## config.mk

```make
export PLATFORM = sky130hd
export DESIGN_NAME = ring_buffer_deque_flat
export DESIGN_NICKNAME = d
export VERILOG_FILES = /design/src/hdl/rbd_pkg.sv /design/src/hdl/rbd_if.sv /design/src/hdl/rbd_ctrl.sv /design/src/hdl/rbd_datapath.sv /design/src/hdl/ring_buffer_deque.sv /design/src/flat_wrapper.sv
export SDC_FILE = /design/constraint.sdc
export NUM_CORES = 1
export LEC_CHECK = 0
export BUFFER_PORTS_ARGS = -buffer_cell sky130_fd_sc_hd__buf_2
export CORE_UTILIZATION = 45
export CTS_BUF_LIST = sky130_fd_sc_hd__clkbuf_8
export DETAILED_ROUTE_END_ITERATION = 10
export SYNTH_ARGS = -nofsm -noshare
export SYNTH_HDL_FRONTEND = slang
export SYNTH_SLANG_ARGS = --single-unit
```

## constraint.sdc

```tcl
create_clock -name clk -period 9.7 [get_ports clk]
set_input_delay 1.94 -clock clk [delete_from_list [all_inputs] [get_ports clk]]
set_output_delay 1.94 -clock clk [all_outputs]
set_load 0.1 [all_outputs]
```

## src/hdl/rbd_pkg.sv

```systemverilog
// Package for the ring buffer deque: ring sizes, command and status codes, controller
// state, and the controller-to-datapath command struct. No dependencies.

package rbd_pkg;

  localparam int RING_SLOTS  = 16;
  localparam int WORD_BITS   = 32;
  localparam int CMD_BITS    = 3;
  localparam int VALUE_BITS  = WORD_BITS;
  localparam int POS_BITS    = $clog2(RING_SLOTS);
  localparam int STATUS_BITS = 2;
  localparam int COUNT_BITS  = $clog2(RING_SLOTS);

  typedef enum logic [CMD_BITS-1:0] {
    CMD_PUSH_BACK  = 3'd0,
    CMD_POP_FRONT  = 3'd1,
    CMD_PUSH_FRONT = 3'd2,
    CMD_POP_BACK   = 3'd3,
    CMD_READ_INDEX = 3'd4
  } cmd_t;

  typedef enum logic [STATUS_BITS-1:0] {
    ST_OK    = 2'd0,
    ST_EMPTY = 2'd1,
    ST_FULL  = 2'd2,
    ST_RANGE = 2'd3
  } status_t;

  typedef enum logic [1:0] {
    S_IDLE,
    S_EXEC,
    S_RESP
  } state_t;

  typedef struct packed {
    logic load;
    logic exec;
  } ctrl_cmd_t;

endpackage

```

## src/hdl/rbd_if.sv

```systemverilog
// Handshake channels of the ring buffer deque: command items in, result items out.
// Depends on rbd_pkg for field widths.

interface rbd_req_if;
  logic                            valid;
  logic                            ready;
  logic [rbd_pkg::CMD_BITS-1:0]    cmd;
  logic [rbd_pkg::VALUE_BITS-1:0]  value;
  logic [rbd_pkg::POS_BITS-1:0]    position;

  modport source (output valid, output cmd, output value, output position, input ready);
  modport sink   (input valid, input cmd, input value, input position, output ready);
endinterface

interface rbd_rsp_if;
  logic                             valid;
  logic                             ready;
  logic [rbd_pkg::VALUE_BITS-1:0]   read_value;
  logic [rbd_pkg::STATUS_BITS-1:0]  status;
  logic                             dropped;
  logic [rbd_pkg::COUNT_BITS-1:0]   count;
  logic                             is_full;
  logic                             is_empty;

  modport source (output valid, output read_value, output status, output dropped,
                  output count, output is_full, output is_empty, input ready);
  modport sink   (input valid, input read_value, input status, input dropped,
                  input count, input is_full, input is_empty, output ready);
endinterface

```

## src/hdl/rbd_ctrl.sv

```systemverilog
// Controller of the ring buffer deque: sequences accept, execute and result.
// Depends on rbd_pkg.

module rbd_ctrl (
  input  logic               clk,
  input  logic               rst,
  input  logic               req_valid,
  output logic               req_ready,
  output logic               rsp_valid,
  input  logic               rsp_ready,
  output rbd_pkg::ctrl_cmd_t ctrl,
  output rbd_pkg::state_t    state
);

  rbd_pkg::state_t state_next;

  always_ff @(posedge clk) begin
    if (rst) begin
      state <= rbd_pkg::S_IDLE;
    end else begin
      state <= state_next;
    end
  end

  always_comb begin
    state_next = state;
    req_ready  = 1'b0;
    rsp_valid  = 1'b0;
    ctrl.load  = 1'b0;
    ctrl.exec  = 1'b0;
    case (state)
      rbd_pkg::S_IDLE: begin
        req_ready = 1'b1;
        if (req_valid) begin
          ctrl.load  = 1'b1;
          state_next = rbd_pkg::S_EXEC;
        end
      end
      rbd_pkg::S_EXEC: begin
        ctrl.exec  = 1'b1;
        state_next = rbd_pkg::S_RESP;
      end
      rbd_pkg::S_RESP: begin
        rsp_valid = 1'b1;
        if (rsp_ready) begin
          state_next = rbd_pkg::S_IDLE;
        end
      end
      default: begin
        state_next = rbd_pkg::S_IDLE;
      end
    endcase
  end

endmodule

```

## src/hdl/rbd_datapath.sv

```systemverilog
// Datapath of the ring buffer deque: ring memory, front and back pointers,
// overwrite register and result registers. Depends on rbd_pkg.

module rbd_datapath (
  input  logic                              clk,
  input  logic                              rst,
  input  rbd_pkg::ctrl_cmd_t                ctrl,
  input  logic                              cfg_we,
  input  logic                              cfg_wdata,
  input  logic [rbd_pkg::CMD_BITS-1:0]      cmd,
  input  logic [rbd_pkg::VALUE_BITS-1:0]    value,
  input  logic [rbd_pkg::POS_BITS-1:0]      position,
  output logic [rbd_pkg::VALUE_BITS-1:0]    read_value,
  output logic [rbd_pkg::STATUS_BITS-1:0]   status,
  output logic                              dropped,
  output logic [rbd_pkg::COUNT_BITS-1:0]    count,
  output logic                              is_full,
  output logic                              is_empty
);

  localparam int RING_SLOTS = rbd_pkg::RING_SLOTS;
  localparam int WORD_BITS  = rbd_pkg::WORD_BITS;
  localparam int PTR_W = $clog2(RING_SLOTS);
  localparam int CNT_W = (PTR_W > rbd_pkg::COUNT_BITS) ? PTR_W : rbd_pkg::COUNT_BITS;
  localparam int SUM_W = ((PTR_W > rbd_pkg::POS_BITS) ? PTR_W : rbd_pkg::POS_BITS) + 1;
  localparam int EXT_W = 64;
  localparam logic [PTR_W-1:0] LAST = PTR_W'(RING_SLOTS - 1);

  logic [WORD_BITS-1:0] ring_store [RING_SLOTS];

  logic [PTR_W-1:0]                  front_ptr;
  logic [PTR_W-1:0]                  back_ptr;
  logic [PTR_W-1:0]                  front_ptr_next;
  logic [PTR_W-1:0]                  back_ptr_next;
  logic                              overwrite_enable;
  logic [rbd_pkg::CMD_BITS-1:0]      cmd_q;
  logic [WORD_BITS-1:0]              word_q;
  logic [rbd_pkg::POS_BITS-1:0]      pos_q;
  logic [WORD_BITS-1:0]              rdata;
  logic                              rd_sel;
  logic                              rd_sel_next;
  rbd_pkg::status_t                  status_q;
  rbd_pkg::status_t                  status_next;
  logic                              dropped_q;
  logic                              dropped_next;
  logic                              we;
  logic [PTR_W-1:0]                  waddr;
  logic [PTR_W-1:0]                  raddr;
  logic [PTR_W-1:0]                  held;
  logic [PTR_W-1:0]                  front_inc;
  logic [PTR_W-1:0]                  front_dec;
  logic [PTR_W-1:0]                  back_inc;
  logic [PTR_W-1:0]                  back_dec;
  logic                              full;
  logic                              empty;
  logic [SUM_W-1:0]                  idx_sum;
  logic [SUM_W-1:0]                  idx_wrap;
  logic [EXT_W-1:0]                  value_ext;
  logic [EXT_W-1:0]                  rdata_ext;
  logic [CNT_W-1:0]                  held_ext;
  logic [PTR_W:0]                    diff;

  assign diff      = {1'b0, back_ptr} + (PTR_W + 1)'(RING_SLOTS) - {1'b0, front_ptr};
  assign held      = (back_ptr >= front_ptr) ? (back_ptr - front_ptr) : diff[PTR_W-1:0];
  assign full      = (held == LAST);
  assign empty     = (held == '0);
  assign front_inc = (front_ptr == LAST) ? '0 : front_ptr + 1'b1;
  assign front_dec = (front_ptr == '0) ? LAST : front_ptr - 1'b1;
  assign back_inc  = (back_ptr == LAST) ? '0 : back_ptr + 1'b1;
  assign back_dec  = (back_ptr == '0) ? LAST : back_ptr - 1'b1;
  assign idx_sum   = SUM_W'(front_ptr) + SUM_W'(pos_q);
  assign idx_wrap  = (idx_sum >= SUM_W'(RING_SLOTS)) ? idx_sum - SUM_W'(RING_SLOTS) : idx_sum;
  assign value_ext = EXT_W'(value);

  always_ff @(posedge clk) begin
    if (rst) begin
      overwrite_enable <= 1'b0;
    end else if (cfg_we) begin
      overwrite_enable <= cfg_wdata;
    end
  end

  always_ff @(posedge clk) begin
    if (ctrl.load) begin
      cmd_q  <= cmd;
      word_q <= value_ext[WORD_BITS-1:0];
      pos_q  <= position;
    end
  end

  always_comb begin
    front_ptr_next = front_ptr;
    back_ptr_next  = back_ptr;
    status_next    = rbd_pkg::ST_OK;
    dropped_next   = 1'b0;
    rd_sel_next    = 1'b0;
    we             = 1'b0;
    waddr          = back_ptr;
    raddr          = front_ptr;
    case (rbd_pkg::cmd_t'(cmd_q))
      rbd_pkg::CMD_PUSH_BACK: begin
        if (full && !overwrite_enable) begin
          status_next = rbd_pkg::ST_FULL;
        end else begin
          if (full) begin
            front_ptr_next = front_inc;
            dropped_next   = 1'b1;
          end
          we            = 1'b1;
          waddr         = back_ptr;
          back_ptr_next = back_inc;
        end
      end
      rbd_pkg::CMD_POP_FRONT: begin
        if (empty) begin
          status_next = rbd_pkg::ST_EMPTY;
        end else begin
          rd_sel_next    = 1'b1;
          raddr          = front_ptr;
          front_ptr_next = front_inc;
        end
      end
      rbd_pkg::CMD_PUSH_FRONT: begin
        if (full && !overwrite_enable) begin
          status_next = rbd_pkg::ST_FULL;
        end else begin
          if (full) begin
            back_ptr_next = back_dec;
            dropped_next  = 1'b1;
          end
          we             = 1'b1;
          waddr          = front_dec;
          front_ptr_next = front_dec;
        end
      end
      rbd_pkg::CMD_POP_BACK: begin
        if (empty) begin
          status_next = rbd_pkg::ST_EMPTY;
        end else begin
          rd_sel_next   = 1'b1;
          raddr         = back_dec;
          back_ptr_next = back_dec;
        end
      end
      rbd_pkg::CMD_READ_INDEX: begin
        if (SUM_W'(pos_q) >= SUM_W'(held)) begin
          status_next = rbd_pkg::ST_RANGE;
        end else begin
          rd_sel_next = 1'b1;
          raddr       = idx_wrap[PTR_W-1:0];
        end
      end
      default: begin
      end
    endcase
  end

  always_ff @(posedge clk) begin
    if (ctrl.exec && we) begin
      ring_store[waddr] <= word_q;
    end
  end

  always_ff @(posedge clk) begin
    if (ctrl.exec) begin
      rdata <= ring_store[raddr];
    end
  end

  always_ff @(posedge clk) begin
    if (rst) begin
      front_ptr <= '0;
      back_ptr  <= '0;
    end else if (ctrl.exec) begin
      front_ptr <= front_ptr_next;
      back_ptr  <= back_ptr_next;
    end
  end

  always_ff @(posedge clk) begin
    if (ctrl.exec) begin
      status_q  <= status_next;
      dropped_q <= dropped_next;
      rd_sel    <= rd_sel_next;
    end
  end

  assign rdata_ext  = EXT_W'(rdata);
  assign held_ext   = CNT_W'(held);
  assign read_value = rd_sel ? rdata_ext[rbd_pkg::VALUE_BITS-1:0] : '0;
  assign status     = status_q;
  assign dropped    = dropped_q;
  assign count      = held_ext[rbd_pkg::COUNT_BITS-1:0];
  assign is_full    = full;
  assign is_empty   = empty;

endmodule

```

## src/hdl/ring_buffer_deque.sv

```systemverilog
// Top level of the ring buffer deque: controller plus datapath behind two
// handshake channels. Depends on rbd_pkg, rbd_if, rbd_ctrl and rbd_datapath.
//
//   channel  dir  payload                                           accept
//   req      in   cmd, value, position                              valid & ready
//   rsp      out  read_value, status, dropped, count, full, empty   valid & ready
//   cfg      in   overwrite_enable (cfg_wdata)                      cfg_we
//
// An item passes through accept, execute (pointer update, ring write,
// registered ring read), then the result state. req.ready is high only
// when no item is held. A stalled result stays in its registers until
// rsp.ready. Reset clears the pointers, the overwrite register and the
// controller; ring contents are not cleared.

module ring_buffer_deque (
  input  logic     clk,
  input  logic     rst,
  input  logic     cfg_we,
  input  logic     cfg_wdata,
  rbd_req_if.sink  req,
  rbd_rsp_if.source rsp
);

  rbd_pkg::ctrl_cmd_t ctrl;
  rbd_pkg::state_t    state;

  rbd_ctrl u_ctrl (
    .clk       (clk),
    .rst       (rst),
    .req_valid (req.valid),
    .req_ready (req.ready),
    .rsp_valid (rsp.valid),
    .rsp_ready (rsp.ready),
    .ctrl      (ctrl),
    .state     (state)
  );

  rbd_datapath u_datapath (
    .clk        (clk),
    .rst        (rst),
    .ctrl       (ctrl),
    .cfg_we     (cfg_we),
    .cfg_wdata  (cfg_wdata),
    .cmd        (req.cmd),
    .value      (req.value),
    .position   (req.position),
    .read_value (rsp.read_value),
    .status     (rsp.status),
    .dropped    (rsp.dropped),
    .count      (rsp.count),
    .is_full    (rsp.is_full),
    .is_empty   (rsp.is_empty)
  );

  a_one_item: assert property (@(posedge clk) disable iff (rst)
    !(req.ready && rsp.valid))
    else $error("req ready while a result is held");

  a_latency: assert property (@(posedge clk) disable iff (rst)
    (req.valid && req.ready) |-> ##2 (rsp.valid && state == rbd_pkg::S_RESP))
    else $error("result not presented two cycles after accept");

  a_drop_full: assert property (@(posedge clk) disable iff (rst)
    (rsp.valid && rsp.dropped) |-> (rsp.is_full && rsp.status == rbd_pkg::ST_OK))
    else $error("overwriting push did not leave the queue full");

  a_empty_count: assert property (@(posedge clk) disable iff (rst)
    (rsp.valid && rsp.is_empty) |-> (rsp.count == '0))
    else $error("empty result with nonzero count");

endmodule

```

## src/flat_wrapper.sv

```systemverilog
// flat-port wrapper written by rule: the top's interface ports become plain ports
module ring_buffer_deque_flat 
  (clk, rst, cfg_we, cfg_wdata, req_valid, req_cmd, req_value, req_position, req_ready, rsp_valid, rsp_read_value, rsp_status, rsp_dropped, rsp_count, rsp_is_full, rsp_is_empty, rsp_ready);
  rbd_req_if req_i ();
  rbd_rsp_if rsp_i ();
  input  logic clk;
  input  logic rst;
  input  logic cfg_we;
  input  logic cfg_wdata;
  input wire logic [$bits(req_i.valid)-1:0] req_valid;
  input wire logic [$bits(req_i.cmd)-1:0] req_cmd;
  input wire logic [$bits(req_i.value)-1:0] req_value;
  input wire logic [$bits(req_i.position)-1:0] req_position;
  output wire logic [$bits(req_i.ready)-1:0] req_ready;
  output wire logic [$bits(rsp_i.valid)-1:0] rsp_valid;
  output wire logic [$bits(rsp_i.read_value)-1:0] rsp_read_value;
  output wire logic [$bits(rsp_i.status)-1:0] rsp_status;
  output wire logic [$bits(rsp_i.dropped)-1:0] rsp_dropped;
  output wire logic [$bits(rsp_i.count)-1:0] rsp_count;
  output wire logic [$bits(rsp_i.is_full)-1:0] rsp_is_full;
  output wire logic [$bits(rsp_i.is_empty)-1:0] rsp_is_empty;
  input wire logic [$bits(rsp_i.ready)-1:0] rsp_ready;
  assign req_i.valid = req_valid;
  assign req_i.cmd = req_cmd;
  assign req_i.value = req_value;
  assign req_i.position = req_position;
  assign req_ready = req_i.ready;
  assign rsp_valid = rsp_i.valid;
  assign rsp_read_value = rsp_i.read_value;
  assign rsp_status = rsp_i.status;
  assign rsp_dropped = rsp_i.dropped;
  assign rsp_count = rsp_i.count;
  assign rsp_is_full = rsp_i.is_full;
  assign rsp_is_empty = rsp_i.is_empty;
  assign rsp_i.ready = rsp_ready;
  ring_buffer_deque u_core (.clk(clk), .rst(rst), .cfg_we(cfg_we), .cfg_wdata(cfg_wdata), .req(req_i), .rsp(rsp_i));
endmodule
```

==> flow_summary.yaml, run 1 <==
worst_setup_path:
  regToRegEndpoint: "u_core.u_datapath.rdata[7]"
  crit_fanout: 144
  end_kind: "flip-flop"
  crit_arrival_ns: 6.20
  worstSetupPathType: "reg2reg"
  reg2reg_slack_ns: 3.88
  reg2regPathDepth: 16
  reg2reg_from: "u_core.u_datapath.front_ptr[2]"
  start_kind: "flip-flop"
  critPathRequiredTime_ns: 10.08
logic_synthesis:
  syn_area_per_cell_um2: 17.8
  synth_top_family_by_area: "multiplexers"
  synth_nets: 1369
  ys_top_cells_by_area: "edfxtp_1 76%, mux2i_1 11%, o22ai_1 3.5%, or4_1 1.1%, dfxtp_1 0.95%"
  synth.ff_latch_count: 598
  synth_flop_cell: "edfxtp_1"
  synth_top_area_share_pct: 75.7
  ys_types: 50
  synth_xor_area_share_pct: 0.339
  ys_warn_count: 0
  synth-edff-count: 587
  synthMuxAreaShare_pct: 11.5
  yosys.area.top_type: "edfxtp_1"
  synthCells: 1308
  yosys.area_share.adder_pct: 0.924
  syn_area_um2: 23300
  yosysSeqAreaShare_pct: 76.6
  synthArstFlopShare_pct: 0
  synth_compound_area_share_pct: 4.93
  synth-simple-area-share_pct: 3.90
placement:
  dpl_cell_area_um2: 24600
  gp_congestion: 0.800
  io_buffers: 87
  place_hpwl_mm: 26.4
cts:
  cts_setup_buffers: 0
  postCtsResizedCells: 0
  cts_num_sinks: 598
  ctsHoldBuffers: 0
  clockBufferDepth: 3
  cts_root_buf: "clkbuf_8"
  clkTransAtPathRegs_ns: 0.06
  htreeDepth: 3
  cts_tree: "done"
  clock_latency_ns: 0.66
  cts_buffers: 97
drt:
  via_per_inst: 5.51
  drt-initial-drc-count: 1014
  drc_errors: 0
  drtPass1Iterations: 6
  vias: 12158
  wl_per_cell_um: 24.1
  final_antenna_net_count: 0
  finalWirelength_mm: 53.1
grt:
  gr-total-overflow: 0
  antenna_found_initial: 0
  grt_busiest_layer: "met2"
  grt_pass1_vias: 12155
  grt_max_degree: 145
  grt_pass1_wl_mm: 77.5
  grt_use_met2_pct: 33.6
  grt_util_met1_pct: 26.6
  use_met3_pct: 3.87
  grt_usage_pct: 20.2
hold_path:
  worst_hold_path_type: "reg2reg"
  holdPathStages: 2
  min_to: "u_core.u_datapath.front_ptr[1]"
  hp-start: "u_core.u_datapath.front_ptr[1]"
timing:
  rsz0062_at_grt: "false"
  min_period_over_period_pct: 60.0
  skew_ns: 0.0281
  tightestPinTransition_ns: 1.21
  slew_viol_final: 0
  fin_tns_setup_ns: 0
  fmax_mhz: 172
  period_needed_ns: 5.82
  relSlewSlack_pct: 19.2
  finalSetupViolations: 0
  hold_viol_final: 0
floorplan:
  ios: 88
  rows: 83
  core-area_um2: 51200
  die_area_um2: 52700
  start_util_pct: 45.5
  die_y_um: 229
  dieWidth_um: 229
power:
  total_power_mw: 5.34
  p_per_area_nw_per_um2: 202
  p_leak_nw: 10.3
  max-vdd-ir-drop_uv: 98.0
final_layout:
  final_common_cell: "edfxtp_1"
  nets: 1516
  diodes: 0
  final_cell_mix: "587 x edfxtp_1, 265 x mux2i_1, 129 x o22ai_1"
  syn2layout_area_growth_pct: 13.3
  n_fill_cell: 4194
  design_area_um2: 26400
  drive_above_1_share_pct: 17.2
  register_area_um2: 17800
  multi_input_area_um2: 5180
status:
  status: "finished clean"
run:
  cap_violations: 0
==> cell type report <==
| class | instances | share of cell area, % |
|---|---|---|
| clock buffer | 100 | 5.22 |
| clock inverter | 71 | 1.52 |
| inverter | 19 | 0.270 |
| multi-input combinational | 625 | 19.6 |
| sequential | 598 | 67.7 |
| tap | 680 | 3.23 |
| timing repair buffer | 114 | 2.47 |
==> critical path: stages, from the launching register on <==
cell and delay, ns:
dfxtp_1 0.48, inv_1 0.16, ha_1 0.36, a21oi_1 0.20, a21oi_1 0.14, or2_2 0.34
inv_1 0.06, ha_1 0.21, o21a_1 0.10, nor2_1 0.15, o21bai_1 0.19, nand3_1 0.16
o221a_4 0.92, buf_12 0.70, mux2i_1 0.31, o22ai_1 0.10, or4_1 0.59
==> cells by family (layout without fill, tap and decap cells) <==
group / after synthesis / count (layout)
buf+inv: 85 / 304
fa+ha+maj: 16 / 16
flops: 598 / 598
compound gates: 175 / 175
xor+xnor: 9 / 9
simple gates: 157 / 157
mux: 268 / 268
==> Yosys cell counts (2+ instances only) <==
| master | instances |
|---|---|
| a211oi_1 | 4 |
| a21oi_1 | 8 |
| a311o_1 | 2 |
| a31oi_1 | 4 |
| a41oi_1 | 2 |
| and2_1 | 34 |
| and3_1 | 3 |
| buf_2 | 37 |
| buf_4 | 4 |
| buf_6 | 3 |
| clkbuf_1 | 22 |
| dfxtp_1 | 11 |
| edfxtp_1 | 587 |
| fa_1 | 2 |
| ha_1 | 14 |
| inv_1 | 19 |
| mux2_2 | 3 |
| mux2i_1 | 265 |
| nand2_1 | 15 |
| nand2b_1 | 6 |
| nand3_1 | 6 |
| nand3b_1 | 3 |
| nor2_1 | 38 |
| nor2b_1 | 2 |
| nor4_1 | 2 |
| o211ai_1 | 2 |
| o21ai_0 | 11 |
| o21bai_1 | 4 |
| o22ai_1 | 129 |
| or2_2 | 2 |
| or3_1 | 4 |
| or3b_1 | 2 |
| or4_1 | 34 |
| xnor2_1 | 3 |
| xor2_1 | 6 |
==> through the flow <==
stage	hold WS, ns	setup slack (ns)	util, %	cells
4_1_cts	0.593	3.99	51.5	2207
5_1_grt	0.606	3.60	51.5	2207
6_report	0.595	3.88	51.5	2207
3_5_place_dp	0.587	4.01	48.0	2036
3_3_place_gp	0.562	4.09	48.0	2036
2_1_floorplan	0.544	4.06	-	1308
==> routing by layer <==
metal | up-vias | share of wire [%]
met5 | - | 0
met4 | 0 | 2.0
met3 | 66 | 5.7
met2 | 378 | 49
met1 | 6167 | 43
li1 | 5547 | -
==> power by group <==
group / internal, mW / leakage [nW] / switching (mW)
combinational: 0.126 / 3.91 / 0.257
sequential: 2.89 / 5.40 / 0.0461
clock: 1.06 / 1.01 / 0.961
==> state kept, by name, summed over array words and instances, names as in the netlist <==
| signal | cells |
|---|---|
| u_core.u_ctrl.state | 2 |
| u_core.u_datapath.dropped | 1 |
| u_core.u_datapath.pos_q | 4 |
| u_core.u_datapath.word_q | 32 |
| u_core.u_datapath.overwrite_enable | 1 |
| u_core.u_datapath.ring_store | 512 |
| u_core.u_datapath.status | 2 |
| u_core.u_datapath.cmd_q | 3 |
| u_core.u_datapath.back_ptr | 4 |
| u_core.u_datapath.front_ptr | 4 |
| u_core.u_datapath.rdata | 32 |
| u_core.u_datapath.rd_sel | 1 |
==> worst max path at each step <==
stage | startpoint | to | slack (ns) | depth (start not counted)
final | u_core.u_datapath.front_ptr[2] | u_core.u_datapath.rdata[7] | 3.88 | 16
after global routing | u_core.u_datapath.front_ptr[2] | u_core.u_datapath.rdata[7] | 3.60 | 16
after CTS | u_core.u_datapath.front_ptr[2] | u_core.u_datapath.rdata[19] | 3.99 | 16
after detailed placement | u_core.u_datapath.front_ptr[2] | u_core.u_datapath.rdata[22] | 4.01 | 16
after global placement | u_core.u_datapath.front_ptr[0] | u_core.u_datapath.rdata[21] | 4.09 | 15
after floorplan | u_core.u_datapath.front_ptr[0] | u_core.u_datapath.ring_store[0][0] | 4.06 | 9
Power figures use the tool's default switching activity.
==> run 2: changes to the inputs <==
==> constraint.sdc (replaced) <==
create_clock -name clk -period 4.74 [get_ports clk]
set_input_delay 0.948 -clock clk [delete_from_list [all_inputs] [get_ports clk]]
set_output_delay 0.948 -clock clk [all_outputs]
set_load 0.1 [all_outputs]
==> flow_summary.yaml, run 2 (synthesized netlist as in run 1, its figures left out) <==
worst_setup_path:
  path_cells: "inv_1, ha_1, a21oi_1, a21oi_1, or2_2, inv_1, ha_1, o21a_1, nor2_1, o21bai_2, nand3_1, o221a_4, buf_4, buf_12, mux2i_1, o22ai_1, or4_1"
  cp_slowest_cell: "or4_1"
  crit_fanout: 40
  cpLargestDelayFamily: "simple AND/OR/NAND/NOR gates"
  critPathRequiredTime_ns: 5.12
  worstSetupPathType: "reg2reg"
  start_kind: "flip-flop"
  slowest_delay_ns: 0.48
  path_buf_inv: 4
  crit_arrival_ns: 4.86
  end_kind: "flip-flop"
run:
  cap_violations: 0
grt:
  grt_pass1_wl_mm: 80.5
  grt_util_met1_pct: 27.9
  antenna_found_initial: 1
  gr-total-overflow: 0
  grt_busiest_layer: "met2"
  grt_use_met2_pct: 35.0
  grt_max_degree: 41
  grt_usage_pct: 21.0
  use_met3_pct: 3.85
  grt_pass1_vias: 12725
cts:
  cts_tree: "done"
  cts_num_sinks: 598
  clkTransAtPathRegs_ns: 0.06
  htreeDepth: 3
  cts_root_buf: "clkbuf_8"
  clock_latency_ns: 0.67
  clockBufferDepth: 3
  cts_buffers: 97
  cts_setup_buffers: 0
placement:
  dpl_cell_area_um2: 25100
  pre_cts_ws_ns: 0.272
  place_hpwl_mm: 27.6
  dpl.cell_count: 2059
  io_buffers: 87
  gp_congestion: 0.793
timing:
  relSlewSlack_pct: 43.0
  setup_ws_ns: 0.264
  slew_viol_final: 0
  skew_ns: 0.0237
  rsz0062_at_grt: "false"
  min_period_over_period_pct: 94.4
  fin_tns_setup_ns: 0
  period_needed_ns: 4.48
  fmax_mhz: 223
  tightestPinTransition_ns: 0.854
  hold_viol_final: 0
  finalSetupViolations: 0
power:
  max-vdd-ir-drop_uv: 205
  p_per_area_nw_per_um2: 404
  p_leak_nw: 10.5
floorplan:
  core-area_um2: 51200
  dieWidth_um: 229
  die_y_um: 229
  rows: 83
  die_area_um2: 52700
  start_util_pct: 45.5
  ios: 88
final_layout:
  register_area_um2: 17800
  nets: 1539
  largest_register_ffs: 512
  regMostFlops: "u_core.u_datapath.ring_store"
  final_cell_mix: "587 x edfxtp_1, 265 x mux2i_1, 129 x o22ai_1"
  design_area_um2: 26900
  stdcell_count: 2233
  multi_input_area_um2: 5200
  drive_above_1_share_pct: 18.7
  n_fill_cell: 4149
  largestRegisters: "u_core.u_datapath.ring_store: 512 flops, u_core.u_datapath.rdata: 32 flops, u_core.u_datapath.word_q: 32 flops"
  final_common_cell: "edfxtp_1"
  syn2layout_area_growth_pct: 15.4
drt:
  drc_errors: 0
  via_per_inst: 5.58
  wl_per_cell_um: 24.7
  vias: 12455
  finalWirelength_mm: 55.1
  final_antenna_net_count: 0
  drtPass1Iterations: 5
  drt-initial-drc-count: 1020
hold_path:
  worst_hold_path_type: "in2reg"
status:
  status: "finished clean"
-- run 2: cell types whose count changed in the layout (fill, tap and decap cells not counted), sizes merged --
cell	previous run	this run
buf	114	137
bufinv	4	2
clkinv	34	33
clkinvlp	0	1
diode	0	1
inv	52	56
-- run 2: final cells by class --
class,count,share of cell area (%)
flip-flops and latches,598,66.4
multi-input cells,625,19.4
clock buffers,100,5.12
repair buffers,137,4.28
well taps,680,3.17
clock inverters,73,1.36
inverters,19,0.265
diodes,1,0.00931
-- run 2: power by group --
group          internal [mW]  leakage [nW]  switching [mW]  total [mW]
registers               5.91          5.40          0.0917        6.00
logic                  0.288          4.13           0.546       0.834
clock network           2.06          1.02            1.96        4.02
total                   8.26          10.5            2.59        10.8
-- run 2: worst paths after layout --
kind / start / end / slack [ns] / cells after the start
worst max-delay path: u_core.u_datapath.front_ptr[2] / u_core.u_datapath.rdata[16] / 0.26 / 17
worst min-delay path: req_value[25] / u_core.u_datapath.word_q[25] / 0.45 / 1
worst max register to register: u_core.u_datapath.front_ptr[2] / u_core.u_datapath.rdata[16] / 0.26 / 17
worst min register to register: u_core.u_ctrl.state[0] / u_core.u_ctrl.state[1] / 0.60 / 3
-- run 2: stage by stage --
stage | utilization [%] | power [mW] | hold WS (ns)
after floorplan | - | 6.68 | 0.544
after global placement | 49.1 | 6.93 | 0.562
after detailed placement | 49.1 | 6.95 | 0.594
after CTS | 52.5 | 11.0 | 0.387
after global routing | 52.5 | 11.2 | 0.401
final | 52.5 | 10.9 | 0.451
-- run 2: layer usage --
layer,wire (µm),vias to the layer above
met5,0,-
met4,1240,0
met3,3120,108
met2,27000,415
met1,23700,6343
li1,-,5589
-- run 2: what timing repair did --
item / 4_1_cts / 5_1_grt
setup endpoints to repair: 0 / 2
resized for setup: 0 / 1
endpoints found under the hold margin: 0 / 0
hold buffers: 0 / 0
